$ cat config.mk
export PLATFORM = sky130hd
export DESIGN_NAME = qrm_numer
export DESIGN_NICKNAME = d
export VERILOG_FILES = /design/src/design/qrm_pkg.sv /design/src/design/qrm_numer.sv
export SDC_FILE = /design/constraint.sdc
export NUM_CORES = 2
export LEC_CHECK = 0
export BUFFER_PORTS_ARGS = -buffer_cell sky130_fd_sc_hd__buf_2
export CAP_MARGIN = 20
export CORE_ASPECT_RATIO = 0.7
export CORE_MARGIN = 2
export CORE_UTILIZATION = 55
export DETAILED_ROUTE_END_ITERATION = 7
export PLACE_DENSITY_LB_ADDON = 0.08
export REMOVE_ABC_BUFFERS = 1
export SLEW_MARGIN = 10
export SYNTH_ARGS = -nofsm -noshare
export SYNTH_HDL_FRONTEND = slang
export SYNTH_SLANG_ARGS = --single-unit
$ cat constraint.sdc
create_clock -name aclk -period 12.4 [get_ports aclk]
set_clock_uncertainty 0.2 [all_clocks]
set_input_delay 2.48 -clock aclk [delete_from_list [all_inputs] [get_ports aclk]]
set_output_delay 2.48 -clock aclk [all_outputs]
set_load 0.02 [all_outputs]
$ cat src/design/qrm_pkg.sv
// ----------------------------------------------------------------------------
// qrm_pkg
// Shared constants for the quaternion to rotation matrix pipeline.
// ----------------------------------------------------------------------------
`default_nettype none
package qrm_pkg;

    localparam int DEFAULT_COMPONENT_WIDTH = 16;
    localparam int DEFAULT_FRACTION_BITS   = 14;

    localparam int LANES    = 9;
    localparam int PRODUCTS = 10;

    localparam int P_XX = 0;
    localparam int P_YY = 1;
    localparam int P_ZZ = 2;
    localparam int P_WW = 3;
    localparam int P_XY = 4;
    localparam int P_XZ = 5;
    localparam int P_YZ = 6;
    localparam int P_WX = 7;
    localparam int P_WY = 8;
    localparam int P_WZ = 9;

    localparam int L_R00 = 0;
    localparam int L_R01 = 1;
    localparam int L_R02 = 2;
    localparam int L_R10 = 3;
    localparam int L_R11 = 4;
    localparam int L_R12 = 5;
    localparam int L_R20 = 6;
    localparam int L_R21 = 7;
    localparam int L_R22 = 8;

endpackage
`default_nettype wire

$ cat src/design/qrm_numer.sv
// ----------------------------------------------------------------------------
// qrm_numer
// Second stage: squared length, zero detect, and the nine signed numerators.
// ----------------------------------------------------------------------------
`default_nettype none
module qrm_numer #(
    parameter int W = 16
) (
    input  wire logic                 aclk,
    input  wire logic                 aresetn,
    input  wire logic                 in_valid,
    output logic                      in_ready,
    input  wire logic [qrm_pkg::PRODUCTS-1:0][2*W-1:0] prod,
    output logic                      out_valid,
    input  wire logic                 out_ready,
    output logic [2*W+1:0]            len,
    output logic [qrm_pkg::LANES-1:0][2*W+1:0] mag,
    output logic [qrm_pkg::LANES-1:0] neg,
    output logic                      zero
);
    import qrm_pkg::*;

    localparam int SW = 2*W+2;

    logic                          valid_reg;
    logic [SW-1:0]                 len_reg, len_next;
    logic [LANES-1:0][SW-1:0]      mag_reg, mag_next;
    logic [LANES-1:0]              neg_reg, neg_next;
    logic                          zero_reg, zero_next;
    logic signed [SW-1:0]          p [PRODUCTS];
    logic signed [SW-1:0]          d [LANES];

    assign in_ready  = !valid_reg || out_ready;
    assign out_valid = valid_reg;
    assign len       = len_reg;
    assign mag       = mag_reg;
    assign neg       = neg_reg;
    assign zero      = zero_reg;

    always_comb begin
        for (int i = 0; i < PRODUCTS; i++) begin
            p[i] = SW'($signed(prod[i]));
        end
        len_next  = SW'(p[P_XX] + p[P_YY] + p[P_ZZ] + p[P_WW]);
        zero_next = (len_next == '0);
        d[L_R00] = (p[P_XX] + p[P_WW]) - (p[P_YY] + p[P_ZZ]);
        d[L_R11] = (p[P_YY] + p[P_WW]) - (p[P_XX] + p[P_ZZ]);
        d[L_R22] = (p[P_ZZ] + p[P_WW]) - (p[P_XX] + p[P_YY]);
        d[L_R01] = (p[P_XY] - p[P_WZ]) <<< 1;
        d[L_R02] = (p[P_XZ] + p[P_WY]) <<< 1;
        d[L_R10] = (p[P_XY] + p[P_WZ]) <<< 1;
        d[L_R12] = (p[P_YZ] - p[P_WX]) <<< 1;
        d[L_R20] = (p[P_XZ] - p[P_WY]) <<< 1;
        d[L_R21] = (p[P_YZ] + p[P_WX]) <<< 1;
        for (int l = 0; l < LANES; l++) begin
            neg_next[l] = d[l][SW-1];
            mag_next[l] = neg_next[l] ? SW'(-d[l]) : SW'(d[l]);
        end
    end

    always_ff @(posedge aclk) begin
        if (!aresetn) begin
            valid_reg <= 1'b0;
        end else if (in_ready) begin
            valid_reg <= in_valid;
        end
    end

    always_ff @(posedge aclk) begin
        if (in_valid && in_ready) begin
            len_reg  <= len_next;
            mag_reg  <= mag_next;
            neg_reg  <= neg_next;
            zero_reg <= zero_next;
        end
    end

endmodule
`default_nettype wire

==> metrics.txt <==
status completed; cell area after synthesis 41200 sq um; final hold violations 0; Leak Pwr 0.0208 uW; Pre-Repair DR Iteration Count 8; # setup viols final 0; share of layout cells above drive strength 1 15.5%; clock sink count 341; CTS Hold Bufs 0; root buffer cell clkbuf_16; area of the die 77200 sq um; port bufs 669; Congestion Overflow GR 0; height of the die 233 um; CP arrival 10060 ps; DRC 0; post-cts sizing count 0; Yosys reg bits 341; DR iter-0 viols 4161; Final Critical Period 9930 ps; vias in the first global route 34506; DIE WIDTH 331 um; Worst-path clk slew 60 ps; WS Path Type in2reg; first-pass GRT wire length 203 mm; Highest Signal Layer met4; vias 38146; Max-Cap Viols 0; WL met2 56.3 mm; synth-to-layout area growth 13.3%; syn avg cell area 8.76 sq um; sequential fraction of the synthesis area 24.8%; Vias per Instance 6.05; Metal-1 WL 60.7 mm; WL per Instance 21.5 um; initial antenna violation count 12; # nets final 6191; Top delay family on crit path compound AO/OA/AOI/OAI gates; Final Max Tran Viols 0; Met3 Routed Length 14.6 mm; Multi-input gate area 28500 sq um; ys flop type edfxtp_1; pwr/cell area 190 nW/um^2; CTS tree done; Fmax achieved 101 MHz; Slowest-stage cell, CP xnor2_2; Clock Path Buffers 3; CTS Buf Count 39; post-CTS setup buffer count 0; critical-path maximum fanout 19; RSZ-0062 raised after global routing false; buffer and inverter count on the worst path 3; worst skew pair latency 580 ps; Routed WL 136 mm; All-Layer GR Usage 33.8%; Mapped Cells 4706; Core ar. 73700 sq um; setup TNS 0 ps; dpl hpwl 112 mm; Fillers 6552; Worst EP required 12530 ps; Worst setup SP type input port; Reg area 10200 sq um; Site Rows 83; Hold Slack 489 ps; pin count of the biggest net entering global routing 146; CP endpoint kind flop; H-tree Lvls 2; synth unique cells 96; largest stage delay on the critical path 830 ps; Largest register FFs 297; Yosys Warn Count 0; FFs w/ async S/R, synth 0%; Worst Tran Pin Value 1130 ps; GPL Wtd Cong 0.997; # IOs 676; Min-Delay Path Class reg2reg; ANT nets after route 0; relative slew slack 24.1%; fin crit share 80.1%; number of synthesized flops with an enable pin 340; maximum vdd drop 0.000174 V; Initial Util 55.9%; Synth top area share 24.8%; cell taking the most area after synthesis edfxtp_1; top cells by area, synth edfxtp_1, ha_1, fa_1
-- layer usage --
layer  GRT usage, %  vias up
li1               -    17889
met1           50.1    18317
met2           48.9     1768
met5              0        -
met4           10.2        0
met3           7.63      172
-- final cells by class --
type                            instances  area share (%)
Clock inverter                         19           0.477
Timing Repair Buffer                  691            7.53
Sequential cell                       341            21.9
Tap cell                              977            2.62
Inverter                              535            4.30
Multi-Input combinational cell       3688            60.9
Antenna cell                            9          0.0482
Clock buffer                           49            2.26
-- Yosys cell counts (52+ instances only) --
master and count:
xnor2_1 405, nand4_1 55, nor3_1 93, a21o_1 145, nand2_1 287, o21ai_0 253, clkbuf_1 125, nand3_1 95
fa_1 204, nor2b_1 52, a31oi_1 70, nor2_1 310, ha_1 367, edfxtp_1 340, a21oi_1 397, inv_1 529
o21bai_1 57, a211oi_1 58, xor2_1 164
-- worst reg2reg max path, delay by kind of cell, from the launching register on --
| kind | cells | cell delay, ps |
|---|---|---|
| buf+inv | 2 | 1530 |
| simple gates | 2 | 840 |
| flops | 1 | 310 |
-- where the power goes --
group,total (uW),internal (uW),switching [uW]
registers,2070,1910,156
clock network,1220,691,525
logic,5580,2020,3560
-- placed cells by master, fill, tap and decap left out, types with 45 or more instances in the layout --
cell type / n
o21bai_1: 57
a21oi_1: 397
buf_2: 669
xor2_1: 164
nor2b_1: 52
a31oi_1: 69
fa_1: 204
ha_1: 367
nor3_1: 93
nand4_1: 55
o31ai_1: 49
a21o_1: 145
nand3_1: 95
a211oi_1: 58
and3_1: 45
o21ai_0: 253
xnor2_1: 403
nand2_1: 287
edfxtp_1: 340
nor2_1: 310
inv_1: 529
-- worst paths after layout --
path | start | endpoint | slack, ps | depth (start not counted)
worst max-delay path | prod[0] | mag[276] | 2470 | 28
worst min register to register | out_valid | out_valid | 490 | 2
worst min-delay path | out_valid | out_valid | 490 | 2
worst max register to register | out_valid | mag[141] | 8990 | 4
-- kinds of logic after synthesis --
| group | synth area share (%) |
|---|---|
| AOI/OAI and AO/OA | 20.8 |
| xor gates and xnor gates | 12.1 |
| adders and majority gates | 21.0 |
| buffers and inverters | 6.31 |
| DFF | 24.8 |
| muxes | 0.276 |
| other | 0.00909 |
| and+or+nand+nor | 14.7 |
-- metrics by stage --
step,instances,area [sq um],util (%),total power [uW],worst slack (ps)
2_1_floorplan,4564,40700,-,5920,986
3_3_place_gp,6230,45400,61.6,7450,2380
3_5_place_dp,6230,45400,61.6,7510,2160
4_1_cts,6298,46700,63.3,8770,2740
5_1_grt,6306,46700,63.4,9410,1950
6_report,6309,46700,63.4,8860,2470
No activity file was read; power rests on OpenSTA's default activity.
