## src/design/qrm_pkg.sv

```systemverilog
// ----------------------------------------------------------------------------
// qrm_pkg
// Shared constants for the quaternion to rotation matrix pipeline.
// ----------------------------------------------------------------------------
`default_nettype none
package qrm_pkg;

    localparam int DEFAULT_COMPONENT_WIDTH = 16;
    localparam int DEFAULT_FRACTION_BITS   = 14;

    localparam int LANES    = 9;
    localparam int PRODUCTS = 10;

    localparam int P_XX = 0;
    localparam int P_YY = 1;
    localparam int P_ZZ = 2;
    localparam int P_WW = 3;
    localparam int P_XY = 4;
    localparam int P_XZ = 5;
    localparam int P_YZ = 6;
    localparam int P_WX = 7;
    localparam int P_WY = 8;
    localparam int P_WZ = 9;

    localparam int L_R00 = 0;
    localparam int L_R01 = 1;
    localparam int L_R02 = 2;
    localparam int L_R10 = 3;
    localparam int L_R11 = 4;
    localparam int L_R12 = 5;
    localparam int L_R20 = 6;
    localparam int L_R21 = 7;
    localparam int L_R22 = 8;

endpackage
`default_nettype wire

```

## src/design/qrm_div_step.sv

```systemverilog
// ----------------------------------------------------------------------------
// qrm_div_step
// One restoring division step for all nine lanes, one quotient bit each.
// ----------------------------------------------------------------------------
`default_nettype none
module qrm_div_step #(
    parameter int W     = 16,
    parameter int QW    = 16,
    parameter bit SHIFT = 1'b1
) (
    input  wire logic                 aclk,
    input  wire logic                 aresetn,
    input  wire logic                 in_valid,
    output logic                      in_ready,
    input  wire logic [2*W+1:0]       len_in,
    input  wire logic [qrm_pkg::LANES-1:0][2*W+1:0] rem_in,
    input  wire logic [qrm_pkg::LANES-1:0][QW-1:0]  q_in,
    input  wire logic [qrm_pkg::LANES-1:0] neg_in,
    input  wire logic                 zero_in,
    output logic                      out_valid,
    input  wire logic                 out_ready,
    output logic [2*W+1:0]            len_out,
    output logic [qrm_pkg::LANES-1:0][2*W+1:0] rem_out,
    output logic [qrm_pkg::LANES-1:0][QW-1:0]  q_out,
    output logic [qrm_pkg::LANES-1:0] neg_out,
    output logic                      zero_out
);
    import qrm_pkg::*;

    localparam int SW = 2*W+2;

    logic                      valid_reg;
    logic [SW-1:0]             len_reg;
    logic [LANES-1:0][SW-1:0]  rem_reg, rem_next;
    logic [LANES-1:0][QW-1:0]  q_reg, q_next;
    logic [LANES-1:0]          neg_reg;
    logic                      zero_reg;
    logic [SW-1:0]             rem_sh [LANES];
    logic [LANES-1:0]          ge;

    assign in_ready  = !valid_reg || out_ready;
    assign out_valid = valid_reg;
    assign len_out   = len_reg;
    assign rem_out   = rem_reg;
    assign q_out     = q_reg;
    assign neg_out   = neg_reg;
    assign zero_out  = zero_reg;

    always_comb begin
        for (int l = 0; l < LANES; l++) begin
            rem_sh[l]   = SHIFT ? {rem_in[l][SW-2:0], 1'b0} : rem_in[l];
            ge[l]       = (rem_sh[l] >= len_in);
            rem_next[l] = ge[l] ? rem_sh[l] - len_in : rem_sh[l];
            q_next[l]   = {q_in[l][QW-2:0], ge[l]};
        end
    end

    always_ff @(posedge aclk) begin
        if (!aresetn) begin
            valid_reg <= 1'b0;
        end else if (in_ready) begin
            valid_reg <= in_valid;
        end
    end

    always_ff @(posedge aclk) begin
        if (in_valid && in_ready) begin
            len_reg  <= len_in;
            rem_reg  <= rem_next;
            q_reg    <= q_next;
            neg_reg  <= neg_in;
            zero_reg <= zero_in;
        end
    end

endmodule
`default_nettype wire

```

## config.mk

```make
export PLATFORM = sky130hd
export DESIGN_NAME = qrm_div_step
export DESIGN_NICKNAME = d
export VERILOG_FILES = /design/src/design/qrm_pkg.sv /design/src/design/qrm_div_step.sv
export SDC_FILE = /design/constraint.sdc
export NUM_CORES = 1
export LEC_CHECK = 0
export BUFFER_PORTS_ARGS = -buffer_cell sky130_fd_sc_hd__buf_4
export CAP_MARGIN = 20
export CORE_AREA = 5 5 389 391
export CTS_BUF_LIST = sky130_fd_sc_hd__clkbuf_2 sky130_fd_sc_hd__clkbuf_4 sky130_fd_sc_hd__clkbuf_8
export DETAILED_ROUTE_END_ITERATION = 8
export DIE_AREA = 0 0 394 396
export PLACE_DENSITY = 0.47
export SYNTH_ARGS = -nofsm -noshare
export SYNTH_HDL_FRONTEND = slang
export SYNTH_SLANG_ARGS = --single-unit
export TNS_END_PERCENT = 100
```

## constraint.sdc

```tcl
create_clock -name aclk -period 24.4 [get_ports aclk]
set_clock_uncertainty 0.1 [all_clocks]
set_input_delay 1.22 -clock aclk [delete_from_list [all_inputs] [get_ports aclk]]
set_output_delay 1.22 -clock aclk [all_outputs]
set_load 0.01 [all_outputs]
```

==> run summary <==
Run status - completed
HP Class - reg2reg
Adder-Cell Fraction of Synth Area - 11.7%
Synth Flop Type - edfxtp_1
Slew HR - 27.3%
Synth top area cells - edfxtp_1 (43%), ha_1 (11%), a21oi_1 (4.5%)
Worst skew pair latency - 0.76 ns
Yosys reg bits - 495
Antenna viol nets, final - 0
Main combinational cell family by area after synthesis - compound AO/OA/AOI/OAI gates
First-pass GRT wire length - 229000 um
Setup ws final - 18.93 ns
HPWL Detailed - 128000 um
Seq/Total Area, Yosys - 43.3%
Peak supply drop - 0.0430 mV
Die H - 396 um
Crit path launch type - input port
Post-synthesis simple-gate area fraction - 11.2%
Synth async-reset ratio - 0%
Proportion of layout cells with a drive suffix above 1 - 31.7%
DRT met1 WL - 65400 um
CTS tree - built
Fin. Hold Viols - 0
Top cell type by total area after synthesis - edfxtp_1
Setup Buffers After CTS - 0
Cell at the slowest stage of the critical path - a211oi_2
Pwr Density - 62.5 nW/um^2
Post-synthesis compound-gate area fraction - 18.8%
CTS root buffer - clkbuf_8
Critical Path Fanout Max - 11
Syn_area_per_cell - 10.6 sq um
Clk buf depth - 3
Avg Vias per Cell - 4.85
Setup TNS - 0 ns
Core Area - 147000 sq um
Combinational Power Share - 31.7%
Worst R2R Setup Slack - 20.40 ns
Highest Signal Layer - met5
Cells along the critical path - buf_4 > inv_1 > buf_4 > ha_1 > nor2b_1 > o31ai_1 > a21oi_1 > o21ai_1 > a41oi_1 > a211oi_2 > o211ai_1 > a211oi_1 > xor2_1 > a21oi_1
Area Growth Syn to Fin - 34.2%
Layout Nets - 5098
Count leader, synth - edfxtp_1
Post-CTS sizing - 0
Hold-fix buffers, CTS - 0
Psw - 0.955 mW
Pint - 1.92 mW
Slew Limit Fails - 0
Pre-CTS setup slack - 18.18 ns
Reg power frac - 37.4%
Die width - 394 um
Die area - 156000 sq um
Routed length on met2 - 83300 um
RSZ-0062 raised after global routing - no
Yosys cell types - 91
WL/cell - 26.4 um
Setup crit end kind - flip-flop
Largest net degree at the start of global routing - 66
# DRC - 0
Row count - 141
Crit-path leading delay family - compound AO/OA/AOI/OAI gates
Starting Density - 23.3%
Clock share of power - 30.9%
Num CTS Buffers - 98
Leakage power total - 19.8 nW
Number of enable flip-flop cells after synthesis - 494
Routed wire length - 167000 um
Vias in the first global route - 30300
Port Buffers - 975
Synth cell count leaders - edfxtp_1 (494), a21oi_1 (311), ha_1 (306)
Io pins - 994
Switching Fraction - 33.2%
Syn_nets - 4062
Critical Path RT - 24.80 ns
CTS sink count - 495
# Max-Cap Violations - 0
CP Buf/Inv Count - 3
WL met3 - 10900 um
Kind of critical path - in2reg
Gate Count Post-Synth - 3249
Critical Path AT - 5.87 ns
Max Clock Freq - 183 MHz
Gr usage total - 20.3%
Clock-pin slew on the worst setup and hold paths - 0.05 ns
Synthesized area - 34300 sq um
Worst Tran Pin Value - 1.09 ns
Gr ovfl total - 0
Synth Area in XOR/XNOR - 6.53%
CP peak stage delay - 0.54 ns
Final setup fails - 0
Multiplexer share of the synthesized area - 5.93%
Gpl congestion - 0.889
Yosys warnings - 0
H-tree levels - 3
1st-iter DRT viols - 1996
Post-synth top area share - 43.2%
Fin crit period - 5.47 ns
TritonRoute pass-1 iters - 5
Initial antenna violation count - 28
DR vias - 30600
Final period util - 22.4%
## per-layer routing
metal | vias to the layer above | track usage (%)
li1 | 14400 | -
met4 | 4 | 8.42
met1 | 14900 | 23.0
met3 | 227 | 5.02
met2 | 1017 | 36.4
met5 | - | 0
## cell families (layout without fill, tap and decap cells)
kind of cell,Yosys count,after routing
AOI/OAI and AO/OA,1011,1011
and+or+nand+nor,785,785
DFF,495,495
adders and majority gates,315,315
xor gates and xnor gates,256,256
buffers and inverters,214,1320
muxes,173,173
other,0,18
## power groups by stage
stage / sequential (mW) / combinational, mW / clock [mW]
2_1_floorplan: 1.15 / 0.484 / 0
3_3_place_gp: 1.09 / 0.916 / 0
3_5_place_dp: 1.09 / 0.915 / 0
4_1_cts: 1.08 / 0.921 / 0.933
5_1_grt: 1.08 / 0.990 / 0.964
6_report: 1.08 / 0.913 / 0.889
## per-stage QoR
stage / utilization (%) / std cells / cell area (sq um) / power (mW) / hold slack, ns
after floorplan: - / 3249 / 34300 / 1.63 / 0.510
after global routing: 31.3 / 6296 / 46100 / 3.04 / 0.387
final: 31.3 / 6303 / 46100 / 2.88 / 0.446
after detailed placement: 30.0 / 6115 / 44100 / 2.01 / 0.444
after global placement: 30.0 / 6115 / 44100 / 2.01 / 0.422
after CTS: 31.3 / 6285 / 46000 / 2.93 / 0.328
## final timing paths
| check | from | endpoint | depth (start not counted) |
|---|---|---|---|
| worst max-delay path | len_in[1] | rem_out[269] | 14 |
| worst max register to register | out_valid | q_out[113] | 5 |
| worst min-delay path | out_valid | out_valid | 2 |
| worst min register to register | out_valid | out_valid | 2 |
## cell usage in the layout (no fill, tap or decap), types with 30 or more instances in the layout
cell type and n:
edfxtp_1 494, nand3_1 62, o21ai_0 224, nor2_1 181, o21a_1 38, and3_1 35, xnor2_1 148, buf_4 1028
nand2_1 225, xor2_1 108, ha_1 306, inv_1 114, nand2b_1 46, clkbuf_8 99, a21o_1 163, nor3_1 38
o21bai_1 41, mux2_2 133, clkbuf_4 30, a21oi_1 311, nand4_1 50, nor2b_1 50
## final cells by class
type,count,area (sq um)
Sequential cell,495,14900
Fill cell,15400,101000
Tap cell,1930,2410
Multi-Input combinational cell,2540,18600
Inverter,122,458
Clock buffer,129,1590
Antenna cell,18,45.0
Clock inverter,41,373
Timing Repair Buffer,1028,7720
## tightest hold or removal path: stages, from the launching register on
cell	delay, ns
dfxtp_1	0.31
nand2b_1	0.10
a21boi_0	0.08
## state kept, by name, indices dropped and copies added, names as in the netlist
signal,count
len_out,34
neg_out,9
out_valid,1
q_out,144
rem_out,306
zero_out,1
Power figures use the tool's default switching activity.
