[src/design/qrm_pkg.sv]
// ----------------------------------------------------------------------------
// qrm_pkg
// Shared constants for the quaternion to rotation matrix pipeline.
// ----------------------------------------------------------------------------
`default_nettype none
package qrm_pkg;

    localparam int DEFAULT_COMPONENT_WIDTH = 16;
    localparam int DEFAULT_FRACTION_BITS   = 14;

    localparam int LANES    = 9;
    localparam int PRODUCTS = 10;

    localparam int P_XX = 0;
    localparam int P_YY = 1;
    localparam int P_ZZ = 2;
    localparam int P_WW = 3;
    localparam int P_XY = 4;
    localparam int P_XZ = 5;
    localparam int P_YZ = 6;
    localparam int P_WX = 7;
    localparam int P_WY = 8;
    localparam int P_WZ = 9;

    localparam int L_R00 = 0;
    localparam int L_R01 = 1;
    localparam int L_R02 = 2;
    localparam int L_R10 = 3;
    localparam int L_R11 = 4;
    localparam int L_R12 = 5;
    localparam int L_R20 = 6;
    localparam int L_R21 = 7;
    localparam int L_R22 = 8;

endpackage
`default_nettype wire

[src/design/qrm_round.sv]
// ----------------------------------------------------------------------------
// qrm_round
// Last stage: rounding, clamping, sign, and the identity for a zero input.
// ----------------------------------------------------------------------------
`default_nettype none
module qrm_round #(
    parameter int W  = 16,
    parameter int F  = 14,
    parameter int QW = 16
) (
    input  wire logic                 aclk,
    input  wire logic                 aresetn,
    input  wire logic                 in_valid,
    output logic                      in_ready,
    input  wire logic [qrm_pkg::LANES-1:0][QW-1:0] q_in,
    input  wire logic [qrm_pkg::LANES-1:0] neg_in,
    input  wire logic                 zero_in,
    output logic                      out_valid,
    input  wire logic                 out_ready,
    output logic [qrm_pkg::LANES-1:0][W-1:0] elem,
    output logic                      zero
);
    import qrm_pkg::*;

    localparam logic [QW-1:0] ONE_Q = QW'(1) << F;

    logic                     valid_reg;
    logic [LANES-1:0][W-1:0]  elem_reg, elem_next;
    logic                     zero_reg;
    logic [QW:0]              inc [LANES];
    logic [QW-1:0]            rq [LANES];
    logic [W-1:0]             v [LANES];

    assign in_ready  = !valid_reg || out_ready;
    assign out_valid = valid_reg;
    assign elem      = elem_reg;
    assign zero      = zero_reg;

    always_comb begin
        for (int l = 0; l < LANES; l++) begin
            inc[l] = {1'b0, q_in[l]} + (QW+1)'(1);
            rq[l]  = inc[l][QW:1];
            if (rq[l] > ONE_Q) begin
                rq[l] = ONE_Q;
            end
            v[l] = W'(rq[l]);
            elem_next[l] = neg_in[l] ? W'(-v[l]) : v[l];
            if (zero_in) begin
                elem_next[l] = '0;
            end
        end
        if (zero_in) begin
            elem_next[L_R00] = W'(ONE_Q);
            elem_next[L_R11] = W'(ONE_Q);
            elem_next[L_R22] = W'(ONE_Q);
        end
    end

    always_ff @(posedge aclk) begin
        if (!aresetn) begin
            valid_reg <= 1'b0;
        end else if (in_ready) begin
            valid_reg <= in_valid;
        end
    end

    always_ff @(posedge aclk) begin
        if (in_valid && in_ready) begin
            elem_reg <= elem_next;
            zero_reg <= zero_in;
        end
    end

endmodule
`default_nettype wire
[config.mk]
export PLATFORM = sky130hd
export DESIGN_NAME = qrm_round
export DESIGN_NICKNAME = d
export VERILOG_FILES = /design/src/design/qrm_pkg.sv /design/src/design/qrm_round.sv
export SDC_FILE = /design/constraint.sdc
export NUM_CORES = 1
export LEC_CHECK = 0
export BUFFER_PORTS_ARGS = -buffer_cell sky130_fd_sc_hd__clkbuf_2
export CAP_MARGIN = 30
export CORE_UTILIZATION = 55
export DETAILED_ROUTE_END_ITERATION = 10
export PLACE_DENSITY = 0.8
export SLEW_MARGIN = 20
export SYNTH_ARGS = -nofsm -noshare
export SYNTH_HDL_FRONTEND = slang
export SYNTH_SLANG_ARGS = --single-unit
[constraint.sdc]
create_clock -name aclk -period 8.7 [get_ports aclk]
set_clock_uncertainty 0.15 [all_clocks]
set_input_delay 1.74 -clock aclk [delete_from_list [all_inputs] [get_ports aclk]]
set_output_delay 1.74 -clock aclk [all_outputs]
set_load 0.02 [all_outputs]
==> parameters.txt <==
Parameter                              Value

Timing
  Worst-case setup margin in the final layout    roughly 3.1 ns
  Number of endpoints with negative hold slack in the final report    0
  Max-slew headroom at the worst pin    0.361
  Post-route fraction of the period consumed by the critical path    0.644
  Final Max Tran Viols    0
  Achievable Freq    178 MHz
  Time the final worst path needs with I/O delays and setup    5.61 ns
  Transition time at the pin with the least slew margin    around 0.95 ns
  Setup repair after global routing missed its margin    false
  Aggregate negative setup slack    0 ns
  Finish-stage setup viols    0
  Worst hold slack    0.402 ns

Clocking
  Hold buffer count at CTS    0
  Insertion delay of the later-clocked pin in the worst-skew pair    0.43 ns
  Clock transition at the registers of the reported paths    0.07 ns
  Buffers inserted by post-CTS timing repair    0
  Cells resized by post-CTS repair    0
  H-Tree Depth    4
  Clock tree from TritonCTS    done
  Root Driver    sky130_fd_sc_hd__clkbuf_16
  Max Buffers Root-to-Sink    2
  Sinks on Clock Net    around 150
  Number of clock buffers inserted by TritonCTS    17

Floorplanning
  Floorplan Core Area    0.0244 sq mm
  Initial Utilization    0.562
  Die boundary width    160 um
  Die Outline Area    around 0.026 sq mm
  Chip Height    160 um
  Number of core rows    57
  Count of boundary I/O pins    between 300 and 400

Power
  Part of the power in combinational logic    0.254
  Relative contribution of sequential cells to total power    0.382
  Clock network power share    0.364
  Reported leakage power    6.12 nW
  Maximum VDD drop    about 0.087 mV
  Total power density per cell area    141 mW/mm^2
  Internal Power    1.55 mW
  Switching Power    between 0.6 and 0.7 mW
  Net switching share of the total power    0.310

Placement
  Port-buffer cells    304
  Detail Placement HPWL    28.6 mm
  Place WS    between 2 and 3 ns
  Final estimated routing congestion in global placement    0.974

Worst hold path
  Type of the tightest min-delay check    reg2reg

Route
  DR vias    between 10000 and 15000
  Final routed wire length divided by cell count    16.8 um
  Routed Antenna Nets    0
  Detailed-route vias per instance    a little over 6
  Final WL    37.6 mm
  DR DRC count    0
  First DRT Iteration DRCs    992
  Number of search-and-repair iterations in the first detailed-routing pass    6

Logic synthesis
  Fraction of synthesis flops using an asynchronous set or reset pin    0
  Multiplexer area fraction after synthesis    0.0306
  Number of flops mapped to enable cells by yosys    145
  Count of yosys warnings during synthesis    0
  Post-Synth Adder-Cell Area    0.0164
  Compound-gate portion of the synthesized area    0.170
  Total standard cell area after synthesis    0.0137 sq mm
  Most common flop cell mapped by yosys    sky130_fd_sc_hd__edfxtp_1
  Dominant combinational cell family by area after synthesis    simple AND/OR/NAND/NOR gates
  Number of distinct library cells after synthesis    89
  Fraction of the mapped netlist area in simple logic gates    0.296
  Instance count of the mapped netlist    1677
  Area share of xor/xnor cells in the synthesized design    0.123
  Mean post-synth cell area    8.18 sq um
  Sequential cell area fraction in the yosys report    0.319
  Number of nets in the synthesized netlist    between 1500 and 2000
  Number of flip-flops and latches in the synthesized netlist    146

Outcome
  Status    finished, final reports clean

Cells and area
  Relative area change from synthesis to final layout    16.1%
  Most frequent standard cell in the layout excluding fill and tap cells    sky130_fd_sc_hd__clkbuf_2
  Most frequent cells in the layout    303 x sky130_fd_sc_hd__clkbuf_2, 174 x sky130_fd_sc_hd__nand2_1, 160 x sky130_fd_sc_hd__nor2_1
  Share of cells above drive strength 1    0.206
  Layout filler cell count    about 2100
  Final standard cell utilization of the core    0.653
  Max FFs per register    144
  Fin nets    roughly 2100

Setup path
  Required time of the critical path    8.70 ns
  Type of element capturing the critical path    register
  Setup CP Type    in2reg
  Critical path launch point type    input port
  Critical Path AT    5.61 ns
  Top fanout value on the critical path    11

Run
  Max Cap Violations    0

Global route
  Total global-route track usage    0.294
  Initial antenna violation count    6
  Number of global-route vias before repair    12545
  Global-route wire length before repair    61.7 mm
  Maximum number of pins on one net before global-route repair    63
  Total overflow reported by the global router    0
==> per-stage QoR <==
| step | power [mW] | cells | instance area [sq um] |
|---|---|---|---|
| floorplan | 1.26 | 1677 | 13700 |
| CTS | 2.25 | 2241 | 15900 |
| global route | 2.34 | 2245 | 15900 |
| finish | 2.24 | 2246 | 15900 |
| global placement | 1.42 | 2209 | 15300 |
| detailed placement | 1.43 | 2209 | 15300 |
==> power groups by stage <==
stage	Clock [mW]	Combinational (mW)	Sequential, mW
after floorplan	0	0.319	0.938
after global placement	0	0.553	0.871
after detailed placement	0	0.562	0.871
after CTS	0.823	0.566	0.857
after global routing	0.851	0.624	0.860
final	0.816	0.569	0.857
==> kinds of logic after synthesis <==
group	count (synthesis)
buffers and inverters	151
XOR/XNOR	193
multiplexers	40
adder cells (fa/ha/maj)	18
AO/OA/AOI/OAI	347
AND/OR/NAND/NOR	782
flip-flops	146
==> worst max-delay path: stages <==
cell                       delay, ns
sky130_fd_sc_hd__clkbuf_2       0.12
sky130_fd_sc_hd__ha_1           0.35
sky130_fd_sc_hd__nand2_1        0.19
sky130_fd_sc_hd__nor4_2         0.44
sky130_fd_sc_hd__or4b_2         0.62
sky130_fd_sc_hd__o21ai_0        0.16
sky130_fd_sc_hd__o21ai_0        0.15
sky130_fd_sc_hd__o21bai_1       0.65
sky130_fd_sc_hd__nand2_1        0.16
sky130_fd_sc_hd__ha_1           0.26
sky130_fd_sc_hd__inv_1          0.12
sky130_fd_sc_hd__or4b_2         0.21
sky130_fd_sc_hd__o21ai_0        0.11
sky130_fd_sc_hd__xnor2_1        0.15
sky130_fd_sc_hd__mux2i_1        0.13
sky130_fd_sc_hd__nor2_1         0.05
==> final timing paths <==
kind                                             start                      to  slack, ns  cells after the start
worst max-delay path                          q_in[48]  elem[56]$_SDFFCE_PP0P_       3.09                     16
worst max register to register  out_valid$_SDFFE_PN0N_  elem[54]$_SDFFCE_PP0P_       6.43                      3
worst min-delay path            out_valid$_SDFFE_PN0N_  out_valid$_SDFFE_PN0N_       0.40                      2
worst min register to register  out_valid$_SDFFE_PN0N_  out_valid$_SDFFE_PN0N_       0.40                      2
==> cell type report <==
cell class / instances / area, sq um / area share
Clock buffer: 18 / 429 / 0.0270
Inverter: 49 / 184 / 0.0116
Timing Repair Buffer: 310 / 1570 / 0.0986
Tap cell: 324 / 405 / 0.0255
Sequential cell: 146 / 4370 / 0.275
Clock inverter: 14 / 209 / 0.0131
Antenna cell: 5 / 12.5 / 0.000786
Multi-Input combinational cell: 1380 / 8740 / 0.549
==> routing by layer <==
layer	up-vias	wire length [um]	GRT usage
met1	6344	16100	0.381
met4	4	970	0.119
met3	79	2780	0.0548
met5	-	27	0
li1	6683	-	-
met2	561	17800	0.483
==> cell usage after synthesis, drive strengths merged, types with 7 or more instances <==
cell type,n,area share
nor2b,8,0.0036
a211oi,25,0.014
nor2,160,0.044
o21ai,82,0.030
a2111oi,8,0.0065
nor3b,8,0.0044
or3,22,0.010
nor4,32,0.015
and2,20,0.0091
xor2,63,0.040
a31oi,29,0.013
clkbuf,70,0.019
ha,18,0.016
and3,37,0.017
o211ai,9,0.0049
o21a,12,0.0066
edfxtp,145,0.32
nand4,50,0.025
o31ai,14,0.0080
nor3,70,0.026
xnor2,130,0.083
mux2i,25,0.018
o22ai,8,0.0036
mux2,15,0.012
nand3b,9,0.0049
nand3,98,0.036
a21boi,7,0.0038
a311oi,9,0.0057
and3b,7,0.0045
and4,20,0.013
buf,32,0.012
a21oi,70,0.026
or2,17,0.0078
inv,46,0.013
nand2,174,0.048
o21bai,7,0.0038
nand2b,27,0.012
(Power assumes the default switching activity.)
